[config.mk]
export PLATFORM = sky130hd
export DESIGN_NAME = rvm_mul
export DESIGN_NICKNAME = d
export VERILOG_FILES = /design/src/hw/rtl/rvm_pkg.sv /design/src/hw/rtl/rvm_mul.sv
export SDC_FILE = /design/constraint.sdc
export NUM_CORES = 2
export LEC_CHECK = 0
export ABC_AREA = 1
export BUFFER_PORTS_ARGS = -buffer_cell sky130_fd_sc_hd__clkbuf_2
export CORE_UTILIZATION = 65
export DETAILED_ROUTE_END_ITERATION = 8
export HOLD_SLACK_MARGIN = 0.06
export PLACE_DENSITY = 0.87
export SYNTH_ARGS = -nofsm -noshare
export SYNTH_HDL_FRONTEND = slang
export SYNTH_SLANG_ARGS = --single-unit
[constraint.sdc]
create_clock -name clk -period 9.7 [get_ports clk]
set_clock_uncertainty 0.1 [all_clocks]
set_input_delay 1.455 -clock clk [delete_from_list [all_inputs] [get_ports clk]]
set_output_delay 1.455 -clock clk [all_outputs]
set_load 0.02 [all_outputs]
[src/hw/rtl/rvm_pkg.sv]
`default_nettype none

package rvm_pkg;

	// operation codes of the func field
	localparam logic [1:0] FUNC_LOAD   = 2'd0;
	localparam logic [1:0] FUNC_RENDER = 2'd1;
	localparam logic [1:0] FUNC_START  = 2'd2;
	localparam logic [1:0] FUNC_FADE   = 2'd3;

	// configuration register indexes
	localparam logic [2:0] REG_STEP            = 3'd0;
	localparam logic [2:0] REG_CLIP_FRAMES     = 3'd1;
	localparam logic [2:0] REG_MODE            = 3'd2;
	localparam logic [2:0] REG_GAIN_LEFT       = 3'd3;
	localparam logic [2:0] REG_GAIN_RIGHT      = 3'd4;
	localparam logic [2:0] REG_FADE_IN_RATE    = 3'd5;
	localparam logic [2:0] REG_FADE_OUT_FRAMES = 3'd6;
	localparam logic [2:0] REG_FADE_OUT_RATE   = 3'd7;

	localparam int CFG_INDEX_W = 3;
	localparam int CFG_DATA_W  = 24;

	// shared multiplier operand and product widths
	localparam int MUL_A_W = 33;
	localparam int MUL_B_W = 26;
	localparam int MUL_P_W = MUL_A_W + MUL_B_W;

	// 1.0 in Q1.24
	localparam logic [24:0] ENV_ONE = 25'h1000000;

	typedef struct packed {
		logic [1:0]         func;
		logic [16:0]        sample_index;
		logic signed [15:0] sample_value;
		logic signed [23:0] acc_left;
		logic signed [23:0] acc_right;
	} req_item_t;

	typedef struct packed {
		logic signed [23:0] mix_left;
		logic signed [23:0] mix_right;
		logic               voice_active;
		logic               saturated;
	} rsp_item_t;

endpackage

`default_nettype wire

[src/hw/rtl/rvm_mul.sv]
`default_nettype none

module rvm_mul
	import rvm_pkg::*;
(
	input  wire logic                      clk,
	input  wire logic signed [MUL_A_W-1:0] a,
	input  wire logic signed [MUL_B_W-1:0] b,
	output logic signed [MUL_P_W-1:0]      p_q
);

	// registered signed product
	always_ff @(posedge clk) begin
		p_q <= a * b;
	end

endmodule

`default_nettype wire

==> qor.csv <==
metric;value;unit
clk buf depth;2;
Max-Cap Viols;0;
Final Max Slew Viols;0;
Setup TNS;0;ns
worst-path fanout max;33;
syn avg cell area;7.62;µm²
Ys Warns;0;
crit start category;primary input;
share of cells above drive strength 1;0.0490;
buffers added on ports;118;
post-CTS setup buffers;0;
Period Utilization, post-route;0.829;
Post-Syn Area;34000;µm²
H-tree depth;3;
CTS Sinks;59;
First-pass DRT Iterations;6;
GRT Util Overall;0.365;
Slowest-stage cell, CP;fa_1;
fin nets;5502;
max FFs per register;59;
Max stage delay on crit path;1.07;ns
crit end category;flip-flop;
worst rel slew slack;0.305;
vias;27200;
vias per cell;5.35;
post-synthesis cell type count;28;
DPL Wire Length;75700;µm
RSZ-0062 raised after global routing;false;
Final Hold Fails;0;
pin slew with the least headroom to its limit;1.04;ns
Synth area leaders;fa_1 (52%), inv_1 (16%), nand2_1 (15%);
DRT iter0 DRCs;2168;
Post-synth top cells;inv_1 (1,476), nand2_1 (1,345), fa_1 (878);
Most flops, register;p_q;
Yosys top cell by area;fa_1;
Largest regs;p_q: 59 flops;
top-area cell type share of the netlist area;0.517;
register area;1180;µm²
WS Path Type;primary input to flip-flop;
antenna viol nets, final;0;
Min-Delay Path Class;primary input to flip-flop;
worst path arrival time;8.17;ns
Avg WL per Cell;17.7;µm
cts hold-fix bufs;0;
first-pass GRT wire length;150000;µm
I/O pin cnt;119;
Async S/R FF share, synth;0;
gp weighted congestion;1.06;
CTS buffer count;9;
Root Buffer;clkbuf_16;
fillcell total;4080;
outcome;completed;
Post-Syn Nets;5564;
Top FF cell, synth;dfxtp_1;
Synth Instances;4466;
# setup viols final;0;
Core Box Area;51500;µm²
min cycle time layout;8.04;ns
max frequency;124;MHz
Post-CTS Resized;0;
most common cell in the netlist;inv_1;
Worst EP required;9.83;ns
EDFF count, synth;0;
initial core utilization;0.660;
FF+latch count, synth;59;
initial antenna violation count;2;
CTS tree;built;
Remaining Overflow, GRT;0;
Multi-input gate area;26500;µm²
die area;53200;µm²
Total Wirelength;90200;µm
drc violations;0;
sequential area share after synthesis;0.0347;
P&R area growth vs syn;3.22;%
vias in the first global route;30500;
clock transition at the registers of the reported paths;0.06;ns
crit-path cells;clkbuf_2 -> nand2_1 -> inv_1 -> fa_1 -> fa_1 -> fa_1 -> inv_1 -> fa_1 -> inv_1 -> fa_1 -> inv_1 -> fa_1 -> inv_1 -> ha_1 -> nand2_2 -> nor2_1 -> inv_1 -> nor2_1 -> nand2_1 -> nor2_1 -> nand2_1 -> nand4_1 -> nand2_1;
DIE HEIGHT;231;µm
largest net degree at the start of global routing;34;
FP Rows;83;
Die X;231;µm
==> critical path: cells and delay by family <==
family        cells  cell delay [ns]
fa+ha+maj         7             4.14
buf+inv           7             1.39
simple gates      9             1.16
==> area by class of cell <==
class | count | share of cell area
antenna | 1 | 0.0000713
tap | 680 | 0.0242
sequential | 59 | 0.0336
multi-input combinational | 2720 | 0.755
clock buffer | 9 | 0.00642
clock inverter | 7 | 0.00289
timing repair buffer | 129 | 0.0192
inverter | 1485 | 0.159
==> per-layer routing <==
layer | vias up | routed length [µm] | global-route usage
met5 | - | 13 | 0
met3 | 496 | 8030 | 0.0661
met1 | 13300 | 30800 | 0.424
li1 | 12000 | - | -
met4 | 2 | 6370 | 0.221
met2 | 1483 | 45000 | 0.630
==> per-stage QoR <==
| step | hold WS [ns] | instance area [µm²] | worst slack [ns] | std cells | utilization |
|---|---|---|---|---|---|
| global placement | 1.77 | 34800 | 1.56 | 5073 | 0.675 |
| global route | 1.68 | 35100 | 1.27 | 5090 | 0.682 |
| floorplan | 1.61 | 34000 | 2.24 | 4466 | - |
| finish | 1.69 | 35100 | 1.66 | 5090 | 0.682 |
| CTS | 1.67 | 35100 | 1.66 | 5089 | 0.682 |
| detailed placement | 1.77 | 34800 | 1.33 | 5073 | 0.675 |
==> layout by cell type (no fill, tap or decap), types with 3 or more instances in the layout <==
master	count
clkbuf_2	118
o21bai_1	4
nand2_1	1345
nand2_2	16
nand4_1	21
or2_2	9
nand3_1	54
nor2_4	3
xor2_1	26
inv_2	9
a21oi_1	37
clkbuf_16	9
fa_1	878
buf_4	11
and2_1	7
inv_1	1476
nor2_2	22
nor2_1	105
nand3_2	5
nor3_2	5
o21ai_0	9
xnor2_1	4
nor3_1	4
dfxtp_1	59
ha_1	160
==> kinds of logic (layout without fill, tap and decap cells) <==
logic type / count (synthesis) / in the layout / share of synthesized area
AO/OA/AOI/OAI: 52 / 52 / 0.00809
buffers and inverters: 1687 / 1630 / 0.186
other: 0 / 1 / 0
adder cells (fa/ha/maj): 1038 / 1038 / 0.576
XOR/XNOR: 30 / 30 / 0.00773
flip-flops: 59 / 59 / 0.0347
AND/OR/NAND/NOR: 1600 / 1600 / 0.188
==> path summary, 6_finish.rpt <==
| kind | slack [ns] | depth (start not counted) | to | from |
|---|---|---|---|---|
| max | 1.66 | 23 | p_q[47] | b[2] |
| min | 1.69 | 4 | p_q[0] | b[0] |
Power is not shown: default switching activity piles up to over one toggle a cycle in this logic, so the estimate is an artifact.
